===== src/rtl/assert_macros.svh =====
// ----------------------------------------------------------------------------
// assert_macros.svh
// Assertion macros for the RTL.
// ----------------------------------------------------------------------------
`ifndef ASSERT_MACROS_SVH
`define ASSERT_MACROS_SVH

// Same-cycle implication, disabled while reset is asserted.
`define HSP_ASSERT_IMP(lbl, clk, rst_n, ante, cons, msg) \
    lbl: assert property (@(posedge clk) disable iff (!rst_n) (ante) |-> (cons)) \
        else $error(msg);

// Next-cycle implication, disabled while reset is asserted.
`define HSP_ASSERT_NXT(lbl, clk, rst_n, ante, cons, msg) \
    lbl: assert property (@(posedge clk) disable iff (!rst_n) (ante) |=> (cons)) \
        else $error(msg);

`endif


===== src/rtl/hsp_pkg.sv =====
// ----------------------------------------------------------------------------
// hsp_pkg
// Types, constants and character helpers for the HTTP status line parser.
// ----------------------------------------------------------------------------
package hsp_pkg;

    localparam int LINE_BYTE_W     = 8;
    localparam int LINE_LIMIT_W    = 11;
    localparam int VERSION_MINOR_W = 4;
    localparam int STATUS_W        = 10;
    localparam int REASON_W        = 10;
    localparam int LINE_LENGTH_W   = 11;

    localparam int MAX_LINE_DEFAULT = 1024;
    localparam int LINE_LIMIT_RESET = 1024;
    localparam int LINE_LIMIT_MIN   = 16;
    localparam int CODE_LIMIT       = 600;
    localparam int CODE_MIN         = 100;

    localparam logic [7:0] CH_H     = 8'h48;
    localparam logic [7:0] CH_T     = 8'h54;
    localparam logic [7:0] CH_P     = 8'h50;
    localparam logic [7:0] CH_SLASH = 8'h2F;
    localparam logic [7:0] CH_DOT   = 8'h2E;
    localparam logic [7:0] CH_ZERO  = 8'h30;
    localparam logic [7:0] CH_ONE   = 8'h31;
    localparam logic [7:0] CH_NINE  = 8'h39;
    localparam logic [7:0] CH_SPACE = 8'h20;
    localparam logic [7:0] CH_TAB   = 8'h09;
    localparam logic [7:0] CH_CR    = 8'h0D;
    localparam logic [7:0] CH_LF    = 8'h0A;
    localparam logic [7:0] CH_LOW_A = 8'h61;
    localparam logic [7:0] CH_LOW_Z = 8'h7A;
    localparam logic [7:0] CASE_GAP = 8'h20;

    typedef enum logic [1:0] {
        OUT_MORE = 2'd0,
        OUT_DONE = 2'd1,
        OUT_FAIL = 2'd2
    } t_outcome;

    typedef struct packed {
        t_outcome                   outcome;
        logic                       version_major;
        logic [VERSION_MINOR_W-1:0] version_minor;
        logic [STATUS_W-1:0]        status_value;
        logic [REASON_W-1:0]        reason_offset;
        logic [REASON_W-1:0]        reason_length;
        logic [LINE_LENGTH_W-1:0]   line_length;
    } t_result;

    function automatic logic is_blank(input logic [7:0] c);
        return c inside {CH_SPACE, CH_TAB};
    endfunction

    function automatic logic is_decimal(input logic [7:0] c);
        return c inside {[CH_ZERO:CH_NINE]};
    endfunction

    function automatic logic [7:0] to_upper(input logic [7:0] c);
        return (c inside {[CH_LOW_A:CH_LOW_Z]}) ? c - CASE_GAP : c;
    endfunction

endpackage


===== src/rtl/hsp_byte_if.sv =====
// ----------------------------------------------------------------------------
// hsp_byte_if
// Valid/ready channel carrying one status line byte per word.
// ----------------------------------------------------------------------------
interface hsp_byte_if;
    import hsp_pkg::*;

    logic                   valid;
    logic                   ready;
    logic [LINE_BYTE_W-1:0] line_byte;

    modport source (output valid, output line_byte, input ready);
    modport sink   (input valid, input line_byte, output ready);
endinterface


===== src/rtl/hsp_result_if.sv =====
// ----------------------------------------------------------------------------
// hsp_result_if
// Valid/ready channel carrying one parse result per word.
// ----------------------------------------------------------------------------
interface hsp_result_if;
    import hsp_pkg::*;

    logic                       valid;
    logic                       ready;
    logic [1:0]                 outcome;
    logic                       version_major;
    logic [VERSION_MINOR_W-1:0] version_minor;
    logic [STATUS_W-1:0]        status_value;
    logic [REASON_W-1:0]        reason_offset;
    logic [REASON_W-1:0]        reason_length;
    logic [LINE_LENGTH_W-1:0]   line_length;

    modport source (
        output valid, output outcome, output version_major, output version_minor,
        output status_value, output reason_offset, output reason_length,
        output line_length, input ready
    );
    modport sink (
        input valid, input outcome, input version_major, input version_minor,
        input status_value, input reason_offset, input reason_length,
        input line_length, output ready
    );
endinterface


===== src/rtl/hsp_cfg_if.sv =====
// ----------------------------------------------------------------------------
// hsp_cfg_if
// Write channel for the line limit register.
// ----------------------------------------------------------------------------
interface hsp_cfg_if;
    import hsp_pkg::*;

    logic                    valid;
    logic                    ready;
    logic [LINE_LIMIT_W-1:0] line_limit;

    modport source (output valid, output line_limit, input ready);
    modport sink   (input valid, input line_limit, output ready);
endinterface


===== src/rtl/hsp_in_stage.sv =====
// ----------------------------------------------------------------------------
// hsp_in_stage
// Input register: holds one byte until the parser core consumes it.
// ----------------------------------------------------------------------------
module hsp_in_stage (
    input  logic                          i_clk,
    input  logic                          i_rst_n,
    hsp_byte_if.sink                      i_line,
    input  logic                          i_step,
    output logic                          o_valid,
    output logic [hsp_pkg::LINE_BYTE_W-1:0] o_byte
);
    import hsp_pkg::*;

    logic                   r_valid;
    logic [LINE_BYTE_W-1:0] r_byte;

    // Take a new word when none is held or the held one leaves in this cycle.
    assign i_line.ready = !r_valid || i_step;
    assign o_valid      = r_valid;
    assign o_byte       = r_byte;

    always_ff @(posedge i_clk) begin
        if (!i_rst_n) begin
            r_valid <= 1'b0;
        end else if (i_line.valid && i_line.ready) begin
            r_valid <= 1'b1;
        end else if (i_step) begin
            r_valid <= 1'b0;
        end
    end

    always_ff @(posedge i_clk) begin
        if (i_line.valid && i_line.ready) begin
            r_byte <= i_line.line_byte;
        end
    end
endmodule


===== src/rtl/hsp_core.sv =====
// ----------------------------------------------------------------------------
// hsp_core
// Status line state machine: one byte per step, produces one result per byte.
// ----------------------------------------------------------------------------
module hsp_core #(
    parameter int MAX_LINE = hsp_pkg::MAX_LINE_DEFAULT
) (
    input  logic                            i_clk,
    input  logic                            i_rst_n,
    hsp_cfg_if.sink                         i_cfg,
    input  logic                            i_step,
    input  logic [hsp_pkg::LINE_BYTE_W-1:0] i_byte,
    output hsp_pkg::t_result                o_res
);
    import hsp_pkg::*;

    localparam int POS_W       = $clog2(MAX_LINE + 1);
    localparam int CMP_W       = (POS_W > LINE_LIMIT_W) ? POS_W : LINE_LIMIT_W;
    localparam int LIMIT_RESET = (MAX_LINE < LINE_LIMIT_RESET) ? MAX_LINE : LINE_LIMIT_RESET;
    localparam int CODE_ACC_W  = STATUS_W + 3;

    typedef enum logic [3:0] {
        PH_SKIP      = 4'd0,
        PH_H         = 4'd1,
        PH_HT        = 4'd2,
        PH_HTT       = 4'd3,
        PH_HTTP      = 4'd4,
        PH_SLASH     = 4'd5,
        PH_MAJOR     = 4'd6,
        PH_DOT       = 4'd7,
        PH_MINOR     = 4'd8,
        PH_PRE_CODE  = 4'd9,
        PH_CODE      = 4'd10,
        PH_POST_CODE = 4'd11,
        PH_REASON    = 4'd12,
        PH_CR        = 4'd13
    } t_phase;

    t_phase                     r_phase, n_phase;
    logic [POS_W-1:0]           r_pos, n_pos;
    logic                       r_major, n_major;
    logic [VERSION_MINOR_W-1:0] r_minor, n_minor;
    logic [STATUS_W-1:0]        r_code, n_code;
    logic [POS_W-1:0]           r_rstart, n_rstart;
    logic [POS_W-1:0]           r_rlen, n_rlen;
    logic [POS_W-1:0]           r_limit;

    t_outcome                   res;
    logic [CODE_ACC_W-1:0]      code_acc;
    logic [3:0]                 digit;
    logic [POS_W-1:0]           pos_inc;
    logic [POS_W-1:0]           rlen_done;
    logic [CMP_W-1:0]           cfg_ext;
    logic [CMP_W-1:0]           cfg_clamped;
    logic [POS_W+REASON_W-1:0]  rstart_ext;
    logic [POS_W+REASON_W-1:0]  rlen_ext;
    logic [POS_W+LINE_LENGTH_W-1:0] len_ext;

    assign i_cfg.ready = 1'b1;

    // Clamp the requested limit into the supported range at write time.
    assign cfg_ext     = CMP_W'(i_cfg.line_limit);
    assign cfg_clamped = (cfg_ext < CMP_W'(LINE_LIMIT_MIN)) ? CMP_W'(LINE_LIMIT_MIN) :
                         (cfg_ext > CMP_W'(MAX_LINE))       ? CMP_W'(MAX_LINE)       :
                                                              cfg_ext;

    assign digit    = i_byte[3:0];
    assign code_acc = {r_code, 3'b000} + {2'b00, r_code, 1'b0} + CODE_ACC_W'(digit);
    assign pos_inc  = r_pos + POS_W'(1);

    always_comb begin
        n_phase  = r_phase;
        n_pos    = r_pos;
        n_major  = r_major;
        n_minor  = r_minor;
        n_code   = r_code;
        n_rstart = r_rstart;
        n_rlen   = r_rlen;
        res      = OUT_MORE;

        case (r_phase)
            PH_SKIP: begin
                if (to_upper(i_byte) == CH_H) begin
                    n_phase = PH_H;
                end else if (!is_blank(i_byte)) begin
                    res = OUT_FAIL;
                end
            end
            PH_H: begin
                if (to_upper(i_byte) == CH_T) n_phase = PH_HT;
                else res = OUT_FAIL;
            end
            PH_HT: begin
                if (to_upper(i_byte) == CH_T) n_phase = PH_HTT;
                else res = OUT_FAIL;
            end
            PH_HTT: begin
                if (to_upper(i_byte) == CH_P) n_phase = PH_HTTP;
                else res = OUT_FAIL;
            end
            PH_HTTP: begin
                if (i_byte == CH_SLASH) n_phase = PH_SLASH;
                else res = OUT_FAIL;
            end
            PH_SLASH: begin
                if (i_byte inside {CH_ZERO, CH_ONE}) begin
                    n_major = i_byte[0];
                    n_phase = PH_MAJOR;
                end else begin
                    res = OUT_FAIL;
                end
            end
            PH_MAJOR: begin
                if (i_byte == CH_DOT) n_phase = PH_DOT;
                else res = OUT_FAIL;
            end
            PH_DOT: begin
                // Version 1.x allows minor 0 or 1 only.
                if (is_decimal(i_byte) && !(r_major && digit > 4'd1)) begin
                    n_minor = digit;
                    n_phase = PH_MINOR;
                end else begin
                    res = OUT_FAIL;
                end
            end
            PH_MINOR: begin
                if (is_blank(i_byte)) n_phase = PH_PRE_CODE;
                else res = OUT_FAIL;
            end
            PH_PRE_CODE: begin
                if (is_decimal(i_byte)) begin
                    n_code  = STATUS_W'(digit);
                    n_phase = PH_CODE;
                end else if (!is_blank(i_byte)) begin
                    res = OUT_FAIL;
                end
            end
            PH_CODE: begin
                if (is_decimal(i_byte)) begin
                    if (code_acc >= CODE_ACC_W'(CODE_LIMIT)) res = OUT_FAIL;
                    else n_code = code_acc[STATUS_W-1:0];
                end else if (is_blank(i_byte) || i_byte == CH_CR || i_byte == CH_LF) begin
                    if (r_code < STATUS_W'(CODE_MIN)) res = OUT_FAIL;
                    else if (i_byte == CH_LF) res = OUT_DONE;
                    else n_phase = (i_byte == CH_CR) ? PH_CR : PH_POST_CODE;
                end else begin
                    res = OUT_FAIL;
                end
            end
            PH_POST_CODE: begin
                if (i_byte > CH_SPACE) begin
                    n_rstart = r_pos;
                    n_phase  = PH_REASON;
                end else if (i_byte == CH_CR) begin
                    n_phase = PH_CR;
                end else if (i_byte == CH_LF) begin
                    res = OUT_DONE;
                end
            end
            PH_REASON: begin
                // Latch the length at the first blank of a run; a later word clears it.
                if (is_blank(i_byte) || i_byte == CH_CR || i_byte == CH_LF) begin
                    if (r_rlen == '0) n_rlen = r_pos - r_rstart;
                    if (i_byte == CH_CR) n_phase = PH_CR;
                    else if (i_byte == CH_LF) res = OUT_DONE;
                end else if (i_byte > CH_SPACE) begin
                    n_rlen = '0;
                end else begin
                    res = OUT_FAIL;
                end
            end
            PH_CR: begin
                if (i_byte == CH_LF) res = OUT_DONE;
                else res = OUT_FAIL;
            end
            default: begin
                res = OUT_FAIL;
            end
        endcase

        if (res == OUT_MORE) begin
            n_pos = pos_inc;
            if (pos_inc >= r_limit) res = OUT_FAIL;
        end

        // Hold the length of this byte for the result before the line state clears.
        rlen_done = n_rlen;

        // Return to the initial phase once the line ends either way.
        if (res != OUT_MORE) begin
            n_phase  = PH_SKIP;
            n_pos    = '0;
            n_major  = 1'b0;
            n_minor  = '0;
            n_code   = '0;
            n_rstart = '0;
            n_rlen   = '0;
        end
    end

    assign rstart_ext = (POS_W+REASON_W)'(r_rstart);
    assign rlen_ext   = (POS_W+REASON_W)'(rlen_done);
    assign len_ext    = (POS_W+LINE_LENGTH_W)'(pos_inc);

    always_comb begin
        o_res         = '0;
        o_res.outcome = res;
        if (res == OUT_DONE) begin
            o_res.version_major = r_major;
            o_res.version_minor = r_minor;
            o_res.status_value  = r_code;
            o_res.reason_offset = rstart_ext[REASON_W-1:0];
            o_res.reason_length = rlen_ext[REASON_W-1:0];
            o_res.line_length   = len_ext[LINE_LENGTH_W-1:0];
        end
    end

    always_ff @(posedge i_clk) begin
        if (!i_rst_n) begin
            r_phase  <= PH_SKIP;
            r_pos    <= '0;
            r_major  <= 1'b0;
            r_minor  <= '0;
            r_code   <= '0;
            r_rstart <= '0;
            r_rlen   <= '0;
            r_limit  <= POS_W'(LIMIT_RESET);
        end else begin
            if (i_cfg.valid && i_cfg.ready) begin
                r_limit <= cfg_clamped[POS_W-1:0];
            end
            if (i_step) begin
                r_phase  <= n_phase;
                r_pos    <= n_pos;
                r_major  <= n_major;
                r_minor  <= n_minor;
                r_code   <= n_code;
                r_rstart <= n_rstart;
                r_rlen   <= n_rlen;
            end
        end
    end
endmodule


===== src/rtl/hsp_out_stage.sv =====
// ----------------------------------------------------------------------------
// hsp_out_stage
// Result register: holds one result until the downstream side takes it.
// ----------------------------------------------------------------------------
module hsp_out_stage (
    input  logic             i_clk,
    input  logic             i_rst_n,
    input  logic             i_load,
    input  hsp_pkg::t_result i_res,
    output logic             o_free,
    hsp_result_if.source     o_result
);
    import hsp_pkg::*;

    logic    r_valid;
    t_result r_res;

    assign o_free = !r_valid || o_result.ready;

    assign o_result.valid         = r_valid;
    assign o_result.outcome       = r_res.outcome;
    assign o_result.version_major = r_res.version_major;
    assign o_result.version_minor = r_res.version_minor;
    assign o_result.status_value  = r_res.status_value;
    assign o_result.reason_offset = r_res.reason_offset;
    assign o_result.reason_length = r_res.reason_length;
    assign o_result.line_length   = r_res.line_length;

    always_ff @(posedge i_clk) begin
        if (!i_rst_n) begin
            r_valid <= 1'b0;
        end else if (i_load) begin
            r_valid <= 1'b1;
        end else if (o_result.ready) begin
            r_valid <= 1'b0;
        end
    end

    always_ff @(posedge i_clk) begin
        if (i_load) begin
            r_res <= i_res;
        end
    end
endmodule


===== src/rtl/http_status_line_parser.sv =====
// ----------------------------------------------------------------------------
// http_status_line_parser
// Path: a byte held in the input register is decoded by the phase update in
// hsp_core and its result loaded into the result register. Throughput: one byte
// per cycle while the result register is free. Reset: synchronous active low;
// clears phase and counters, line_limit to the lesser of 1024 and MAX_LINE.
// ----------------------------------------------------------------------------
`include "assert_macros.svh"

module http_status_line_parser #(
    parameter int MAX_LINE = hsp_pkg::MAX_LINE_DEFAULT
) (
    input  logic         i_clk,
    input  logic         i_rst_n,
    hsp_cfg_if.sink      i_cfg,
    hsp_byte_if.sink     i_line,
    hsp_result_if.source o_result
);
    import hsp_pkg::*;

    logic                   w_in_valid;
    logic [LINE_BYTE_W-1:0] w_in_byte;
    logic                   w_out_free;
    logic                   w_step;
    t_result                w_res;

    // Advance the core only when the result register can take the outcome.
    assign w_step = w_in_valid && w_out_free;

    hsp_in_stage u_in_stage (
        .i_clk   (i_clk),
        .i_rst_n (i_rst_n),
        .i_line  (i_line),
        .i_step  (w_step),
        .o_valid (w_in_valid),
        .o_byte  (w_in_byte)
    );

    hsp_core #(
        .MAX_LINE (MAX_LINE)
    ) u_core (
        .i_clk   (i_clk),
        .i_rst_n (i_rst_n),
        .i_cfg   (i_cfg),
        .i_step  (w_step),
        .i_byte  (w_in_byte),
        .o_res   (w_res)
    );

    hsp_out_stage u_out_stage (
        .i_clk    (i_clk),
        .i_rst_n  (i_rst_n),
        .i_load   (w_step),
        .i_res    (w_res),
        .o_free   (w_out_free),
        .o_result (o_result)
    );

    `HSP_ASSERT_IMP(a_fields_zero, i_clk, i_rst_n, o_result.valid && (o_result.outcome != OUT_DONE), (o_result.version_major == 1'b0) && (o_result.version_minor == '0) && (o_result.status_value == '0) && (o_result.reason_offset == '0) && (o_result.reason_length == '0) && (o_result.line_length == '0), "fields not zero on a result other than complete")
    `HSP_ASSERT_IMP(a_done_code, i_clk, i_rst_n, o_result.valid && (o_result.outcome == OUT_DONE), (o_result.status_value >= STATUS_W'(CODE_MIN)) && (o_result.status_value < STATUS_W'(CODE_LIMIT)) && (o_result.line_length != '0), "complete line with bad status code or length")
    `HSP_ASSERT_NXT(a_byte_held, i_clk, i_rst_n, w_in_valid && !w_step, w_in_valid && $stable(w_in_byte), "held byte lost while the result register is full")

endmodule


===== src/flat_wrapper.sv =====
// flat-port wrapper written by rule: the top's interface ports become plain ports
module http_status_line_parser_flat import hsp_pkg::*;
#(
    parameter int MAX_LINE = hsp_pkg::MAX_LINE_DEFAULT
)
  (i_clk, i_rst_n, i_cfg_valid, i_cfg_line_limit, i_cfg_ready, i_line_valid, i_line_line_byte, i_line_ready, o_result_valid, o_result_outcome, o_result_version_major, o_result_version_minor, o_result_status_value, o_result_reason_offset, o_result_reason_length, o_result_line_length, o_result_ready);
  hsp_cfg_if i_cfg_i ();
  hsp_byte_if i_line_i ();
  hsp_result_if o_result_i ();
  input  logic i_clk;
  input  logic i_rst_n;
  input wire logic [$bits(i_cfg_i.valid)-1:0] i_cfg_valid;
  input wire logic [$bits(i_cfg_i.line_limit)-1:0] i_cfg_line_limit;
  output wire logic [$bits(i_cfg_i.ready)-1:0] i_cfg_ready;
  input wire logic [$bits(i_line_i.valid)-1:0] i_line_valid;
  input wire logic [$bits(i_line_i.line_byte)-1:0] i_line_line_byte;
  output wire logic [$bits(i_line_i.ready)-1:0] i_line_ready;
  output wire logic [$bits(o_result_i.valid)-1:0] o_result_valid;
  output wire logic [$bits(o_result_i.outcome)-1:0] o_result_outcome;
  output wire logic [$bits(o_result_i.version_major)-1:0] o_result_version_major;
  output wire logic [$bits(o_result_i.version_minor)-1:0] o_result_version_minor;
  output wire logic [$bits(o_result_i.status_value)-1:0] o_result_status_value;
  output wire logic [$bits(o_result_i.reason_offset)-1:0] o_result_reason_offset;
  output wire logic [$bits(o_result_i.reason_length)-1:0] o_result_reason_length;
  output wire logic [$bits(o_result_i.line_length)-1:0] o_result_line_length;
  input wire logic [$bits(o_result_i.ready)-1:0] o_result_ready;
  assign i_cfg_i.valid = i_cfg_valid;
  assign i_cfg_i.line_limit = i_cfg_line_limit;
  assign i_cfg_ready = i_cfg_i.ready;
  assign i_line_i.valid = i_line_valid;
  assign i_line_i.line_byte = i_line_line_byte;
  assign i_line_ready = i_line_i.ready;
  assign o_result_valid = o_result_i.valid;
  assign o_result_outcome = o_result_i.outcome;
  assign o_result_version_major = o_result_i.version_major;
  assign o_result_version_minor = o_result_i.version_minor;
  assign o_result_status_value = o_result_i.status_value;
  assign o_result_reason_offset = o_result_i.reason_offset;
  assign o_result_reason_length = o_result_i.reason_length;
  assign o_result_line_length = o_result_i.line_length;
  assign o_result_i.ready = o_result_ready;
  http_status_line_parser #(.MAX_LINE(MAX_LINE)) u_core (.i_clk(i_clk), .i_rst_n(i_rst_n), .i_cfg(i_cfg_i), .i_line(i_line_i), .o_result(o_result_i));
endmodule

===== config.mk =====
export PLATFORM = sky130hd
export DESIGN_NAME = http_status_line_parser_flat
export DESIGN_NICKNAME = d
export VERILOG_FILES = /design/src/rtl/hsp_pkg.sv /design/src/rtl/hsp_byte_if.sv /design/src/rtl/hsp_result_if.sv /design/src/rtl/hsp_cfg_if.sv /design/src/rtl/hsp_in_stage.sv /design/src/rtl/hsp_core.sv /design/src/rtl/hsp_out_stage.sv /design/src/rtl/http_status_line_parser.sv /design/src/flat_wrapper.sv
export VERILOG_INCLUDE_DIRS = /design/src /design/src/rtl
export SDC_FILE = /design/constraint.sdc
export NUM_CORES = 1
export LEC_CHECK = 0
export BUFFER_PORTS_ARGS = -buffer_cell sky130_fd_sc_hd__clkbuf_2
export CORE_MARGIN = 5
export CORE_UTILIZATION = 41
export CTS_CLUSTER_DIAMETER = 120
export CTS_CLUSTER_SIZE = 10
export DETAILED_ROUTE_END_ITERATION = 12
export GPL_TIMING_DRIVEN = 0
export PLACE_DENSITY = 0.56
export SLEW_MARGIN = 10
export SYNTH_ARGS = -nofsm -noshare
export SYNTH_HDL_FRONTEND = slang
export SYNTH_SLANG_ARGS = --single-unit

===== constraint.sdc =====
create_clock -name i_clk -period 6.7 [get_ports i_clk]
set_input_delay 1.005 -clock i_clk [delete_from_list [all_inputs] [get_ports i_clk]]
set_output_delay 1.005 -clock i_clk [all_outputs]
set_load 0.1 [all_outputs]

-- Yosys cells after proc, flatten, opt, wreduce, memory -nomap -nowiden
Index checks and enable logic that the tools add are counted.
- register bits after elaboration: 121
- input port bits: 24
- output and inout bits: 51
- logic and storage cells: 188
- add/sub/neg operators: 5
- order comparisons: 11
- equality and inequality tests: 43
- mux-type cells: 70
- reduce and logical (&&, ||, !) cells: 40
- operator list (kind ; number):
    2-to-1 mux 11 bit ; 12
    2-to-1 mux 4 bit ; 21
    one-hot mux 4 bit (13 select lines) ; 1
    inequality test 3 bit (second input constant) ; 17
    equality test 8 x 6 -> 1 bit (second input constant) ; 5
    2-to-1 mux 10 bit ; 4
    2-to-1 mux 2 bit ; 18
    one-hot mux 2 bit (13 select lines) ; 1
    nonzero test 2 bit ; 13
    equality test 4 bit (second input constant) ; 6
    equality test 8 x 4 -> 1 bit (second input constant) ; 3
    equality test 8 x 7 -> 1 bit (second input constant) ; 3
    one-hot mux 10 bit (2 select lines) ; 1
    AND reduction 17 bit ; 1
    equality test 4 x 3 -> 1 bit (second input constant) ; 4
    nonzero test 14 bit ; 1
    adder 13 x 11 -> 13 bit ; 1
    adder 13 x 4 -> 13 bit ; 1
    >= comparator 13 x 10 -> 1 bit (second input constant) ; 1
    adder 11 x 1 -> 11 bit (second input constant) ; 1
    >= comparator 11 bit ; 1
    > comparator 11 bit (second input constant) ; 1
    logical NOT 11 bit ; 1
    < comparator 11 x 5 -> 1 bit (second input constant) ; 1
    other kinds (27) ; 50

-- Logic depth before layout (Yosys ltp)
- word-level depth: 12
- depth in mapped cells: 17
- depth with buffers taken out: 15

-- Hierarchy
From an unflattened synthesis, not the netlist that was laid out.
- cells, all modules: 726
- area, all modules: 6870.3 µm²
- by module, submodules not included (module ; times used ; cells each ; area each (µm²) ; sequential area each (µm²)):
    hsp_core ; 1 ; 660 ; 5076.1 ; 1261.2
    hsp_out_stage ; 1 ; 52 ; 1490.2 ; 1461.4
    hsp_in_stage ; 1 ; 13 ; 297.8 ; 260.2
    http_status_line_parser ; 1 ; 1 ; 6.3 ; 0.0

-- Least setup slack after synthesis
Ideal clock, no wire load.
- kind: input to register
- start point: input o_result_ready
- end point: register u_core.u_core.r_rlen[9]
- setup time: 0.073 ns
- arrival time: 3.528 ns
- data required time: 6.627 ns
- slack: 3.098 ns
- stages on the path: 7
- path buffers: 2
- path through: nor2b_1 nand2b_1 inv_1 clkbuf_1 clkbuf_1 a32oi_1 nor2_1
- cells in the longest elaborated chain, start to end: 2
- ends and longest elaborated chain (element ; RTL line ; RTL):
    start: declaration ; flat_wrapper.sv:26 ; input wire logic [$bits(o_result_i.ready)-1:0] o_result_ready;
    logical OR 1 bit ; hsp_out_stage.sv:18 ; assign o_free = !r_valid || o_result.ready;
    logical AND 1 bit ; http_status_line_parser.sv:28 ; assign w_step = w_in_valid && w_out_free;
    named net u_core.u_core.i_step ; hsp_core.sv:11 ; input logic i_step,
    end signal: assignment ; hsp_core.sv:239 ; r_rlen <= n_rlen;
    end: declaration ; hsp_core.sv:45 ; logic [POS_W-1:0] r_rlen, n_rlen;
The timed path passes the listed nets, and every way through them passes these cells.
A chain may end at the register's enable or synchronous reset.

-- Worst setup path after layout
- start point: register u_core.u_core.r_pos[2]
- end point: register u_core.u_core.r_code[6]
- cells in the longest elaborated chain, start to end: 7
- elaborated cells on any way between the ends: 11
- those cells by class: add/sub: 1; order compare: 1; eq/ne: 3; mux: 3; reduce/logical: 3
- ends and longest elaborated chain (element ; RTL line ; RTL):
    start: declaration ; hsp_core.sv:40 ; logic [POS_W-1:0] r_pos, n_pos;
    start signal: assignment ; hsp_core.sv:234 ; r_pos <= n_pos;
    adder 11 x 1 -> 11 bit * ; hsp_core.sv:69 ; assign pos_inc = r_pos + POS_W'(1);
    named net u_core.u_core.pos_inc[10] ; hsp_core.sv:51 ; logic [POS_W-1:0] pos_inc;
    >= comparator 11 bit * ; hsp_core.sv:183 ; if (pos_inc >= r_limit) res = OUT_FAIL;
    2-to-1 mux 2 bit * ; hsp_core.sv:183 ;
    2-to-1 mux 2 bit * ; hsp_core.sv:181 ; if (res == OUT_MORE) begin
    nonzero test 2 bit * ; hsp_core.sv:190 ; if (res != OUT_MORE) begin
    inequality test 3 bit (no line) or nonzero test 3 bit (tied branches) ; n/a ;
    AND reduction 5 bit (no line) ; n/a ;
    end signal: assignment ; hsp_core.sv:237 ; r_code <= n_code;
    end: declaration ; hsp_core.sv:43 ; logic [STATUS_W-1:0] r_code, n_code;
Mark *: on every way through the listed nets, which the timed path passes. The rest lies on a longest branch.

==> results_dict.tcl <==
set metrics [dict create \
    status "finished clean" \
    synth_cells 756 \
    port-buffer-count 72 \
    diodes 0 \
    grt_overflow 0 \
    rsz0062_at_grt "false" \
    synth_edf_count 56 \
    yosysTopAreaCell "edfxtp_1" \
    worstRegToRegCells 16 \
    multi_input_area_sq_mm 0.003830 \
    r2r_start "u_core.u_core.r_pos[2]$_SDFFE_PN0P_" \
    cts_hold_buf 0 \
    drt-pass1-iter-count 7 \
    via_count 5982 \
    drv_slew 0 \
    period_needed_ps 4251 \
    synthesis.area_sq_mm 0.007171 \
    grt_pass1_wl_mm 30.06 \
    yosys-top-cells-area "edfxtp_1, dfxtp_1, ha_1" \
    required_ps 7040 \
    fp.dieH_um 142.2 \
    grt_usage_pct 18.78 \
    fmax_mhz 235.2 \
    cts_buffer_depth 2 \
    grt_max_degree 58 \
    setup_viol_count_final 0 \
    netlist.area_leader.share_pct 23.45 \
    layout-area-overhead-vs-synth_pct 16.87 \
    dieArea_sq_mm 0.02023 \
    synth_seq_area_share_pct 41.60 \
    worst-setup-path-type "reg2reg" \
    cts.clk_slew.worst_paths_ps 50 \
    max_slew_margin_pct 35.61 \
    start_kind "register" \
    r2r_end "u_core.u_core.r_code[6]$_SDFFE_PN0P_" \
    viasPerCell 5.513 \
    final_hold_viol_count 0 \
    num-fill-cells 1627 \
    synth_ff_type "dfxtp_1" \
    hold_start "u_core.u_core.r_rlen[7]$_SDFFE_PN0P_" \
    core_sq_mm 0.01724 \
    ctsResizeCount 0 \
    synth_fp_nets 826 \
    ys_ff_latch 121 \
    ir_drop_mv 0.1813 \
    cts_buffers 17 \
    place.gp.congestion 0.9313 \
    min_path_type "reg2reg" \
    clock-sinks 121 \
    cts_tree "done" \
    ff_latch_area_sq_mm 0.002983 \
    core.rowCount 48 \
    rrSetupSlack_ps 2450 \
    yosys_warnings 0 \
    layout-drive-gt1-share_pct 14.88 \
    startpoint "u_core.u_core.r_pos[2]$_SDFFE_PN0P_" \
    crit_end "u_core.u_core.r_code[6]$_SDFFE_PN0P_" \
    synth.avg_cell_area_sq_um 9.485 \
    first_global_vias 5676 \
    avgRoutedWirePerCell_um 17.32 \
    start_util_pct 41.60 \
    drt_iter0_drc 545 \
    root_buffer "clkbuf_16" \
    worstMarginPinSlew_ps 958.5 \
    clock_latency_ps 420 \
    cp-end-kind "register" \
    drv_cap 0 \
    dpl.hpwl_mm 13.83 \
    antenna_found_initial 0 \
    nets 917 \
    path_max_fanout 10 \
    drc 0 \
    chipWidth_um 142.2 \
    finalSetupTns_ps 0 \
    io_pins 75 \
    ant_nets 0 \
    cp.arrival_ps 4590 \
    cts_max_level 4 \
    post_cts_buffers 0 \
    period_share_pct 63.45 \
    final_util_pct 48.62 \
    power_density_mw_per_mm2 224.7 \
    ys_async_sr_fraction_pct 0 \
    fin_skew_ps 9.930 \
    drt-total-wl_mm 18.79 \
    yosysUniqueCellTypes 76 \
    leakagePower_uw 0.003189 \
]
[state kept, by name, summed over array words and instances, names as in the netlist, 8 cells and up]
register                                   flops
u_core.u_core.r_limit                         11
u_core.u_out_stage.o_result.line_length       11
u_core.u_out_stage.o_result.reason_offset     10
u_core.u_core.r_rlen                          11
u_core.u_core.r_rstart                        11
u_core.u_in_stage.o_byte                       8
u_core.u_out_stage.o_result.status_value      10
u_core.u_core.r_pos                           11
u_core.u_out_stage.o_result.reason_length     10
u_core.u_core.r_code                          10
[power by group]
part | internal (uW) | switching [uW] | total [uW]
clock network | 552 | 329 | 881
registers | 793 | 8.42 | 801
logic | 34.4 | 166 | 201
[synthesized netlist by cell type, drive strengths merged, types with 3 or more instances]
cell type / number
a32oi: 13
nand4: 7
nor3: 19
o2111ai: 3
a22oi: 6
a211oi: 7
a31oi: 4
and3: 3
mux2i: 6
ha: 43
nor4: 6
fa: 3
dfxtp: 65
a41oi: 3
nand3: 29
and4: 4
o211ai: 4
xnor2: 19
a22o: 5
a21boi: 20
o221ai: 4
nand2: 51
or3: 6
nor4b: 3
nor2b: 42
edfxtp: 56
o21a: 6
inv: 45
xor2: 6
nor2: 35
buf: 14
o21ai: 36
or2: 4
a21o: 14
and2: 51
clkbuf: 30
nand2b: 13
o31ai: 5
and3b: 4
nor3b: 3
o22ai: 3
a21oi: 25
o2bb2ai: 10
[layout make-up]
class	instances	share of cell area, %
clock inverter	7	0.7913
multi-input combinational	546	45.70
inverter	45	2.016
timing repair buffer	72	4.300
buffer	44	2.299
sequential	121	35.59
clock buffer	25	5.942
tap	225	3.359
[cell usage in the layout, fill, tap and decap left out, types with 10 or more instances in the layout]
| cell type | instances |
|---|---|
| a21boi_1 | 17 |
| a21o_1 | 14 |
| a21oi_1 | 25 |
| a32oi_1 | 13 |
| and2_1 | 50 |
| buf_2 | 10 |
| clkbuf_1 | 35 |
| clkbuf_16 | 19 |
| clkbuf_2 | 72 |
| dfxtp_1 | 65 |
| edfxtp_1 | 56 |
| ha_1 | 43 |
| inv_1 | 45 |
| nand2_1 | 50 |
| nand2b_1 | 13 |
| nand3_1 | 28 |
| nor2_1 | 33 |
| nor2b_1 | 42 |
| nor3_1 | 16 |
| o21ai_0 | 32 |
| o2bb2ai_1 | 10 |
| xnor2_1 | 19 |
[per-stage QoR]
stage | worst slack, ps | total power, uW | area, sq um | std cells | hold WS (ps)
after floorplan | 3098 | 976.2 | 7171 | 756 | 440.2
after global placement | 1916 | 1017 | 7812 | 1053 | 458.6
after detailed placement | 2540 | 1019 | 7816 | 1053 | 473.8
after CTS | 2513 | 1899 | 8381 | 1085 | 480.1
after global routing | 2103 | 1945 | 8381 | 1085 | 498.0
final | 2449 | 1883 | 8381 | 1085 | 482.4
[worst min-delay path by stage]
stage	to	slack, ps	cells after the start
floorplan	u_core.u_core.r_rlen[7]$_SDFFE_PN0P_	440	2
global placement	u_core.u_core.r_rlen[7]$_SDFFE_PN0P_	460	2
detailed placement	u_core.u_core.r_rlen[7]$_SDFFE_PN0P_	470	2
CTS	u_core.u_core.r_rlen[7]$_SDFFE_PN0P_	480	2
global route	u_core.u_core.r_rlen[8]$_SDFFE_PN0P_	500	2
finish	u_core.u_core.r_rlen[7]$_SDFFE_PN0P_	480	2
[cells by family after synthesis]
logic type	count (synthesis)	synth area share (%)
other cells	1	0.05230
mux	6	0.8376
simple gates	283	22.04
compound gates	185	19.09
xor+xnor	25	3.054
fa+ha+maj	46	8.341
flops	121	41.60
buf+inv	89	4.990
[critical path, stage by stage, from the launching register on]
cell and delay [ps]:
dfxtp_1 340, clkbuf_1 310, nand3_1 160, nor2_1 240, nand2_1 170, nor3_1 240
xnor2_1 230, inv_1 90, ha_1 300, nand4_1 100, nor2_1 50, a221oi_1 600
nor2b_1 310, a21o_1 160, o211ai_2 200, nor2_2 510, o2bb2ai_1 170
[layer usage]
layer / vias up / GRT usage [%] / part of all wire [%]
met2: 195 / 28.77 / 44
met5: - / 0 / 0
met1: 2840 / 26.81 / 49
met3: 27 / 3.629 / 5.6
met4: 0 / 5.960 / 1.7
li1: 2920 / - / -
Power figures use the tool's default switching activity.
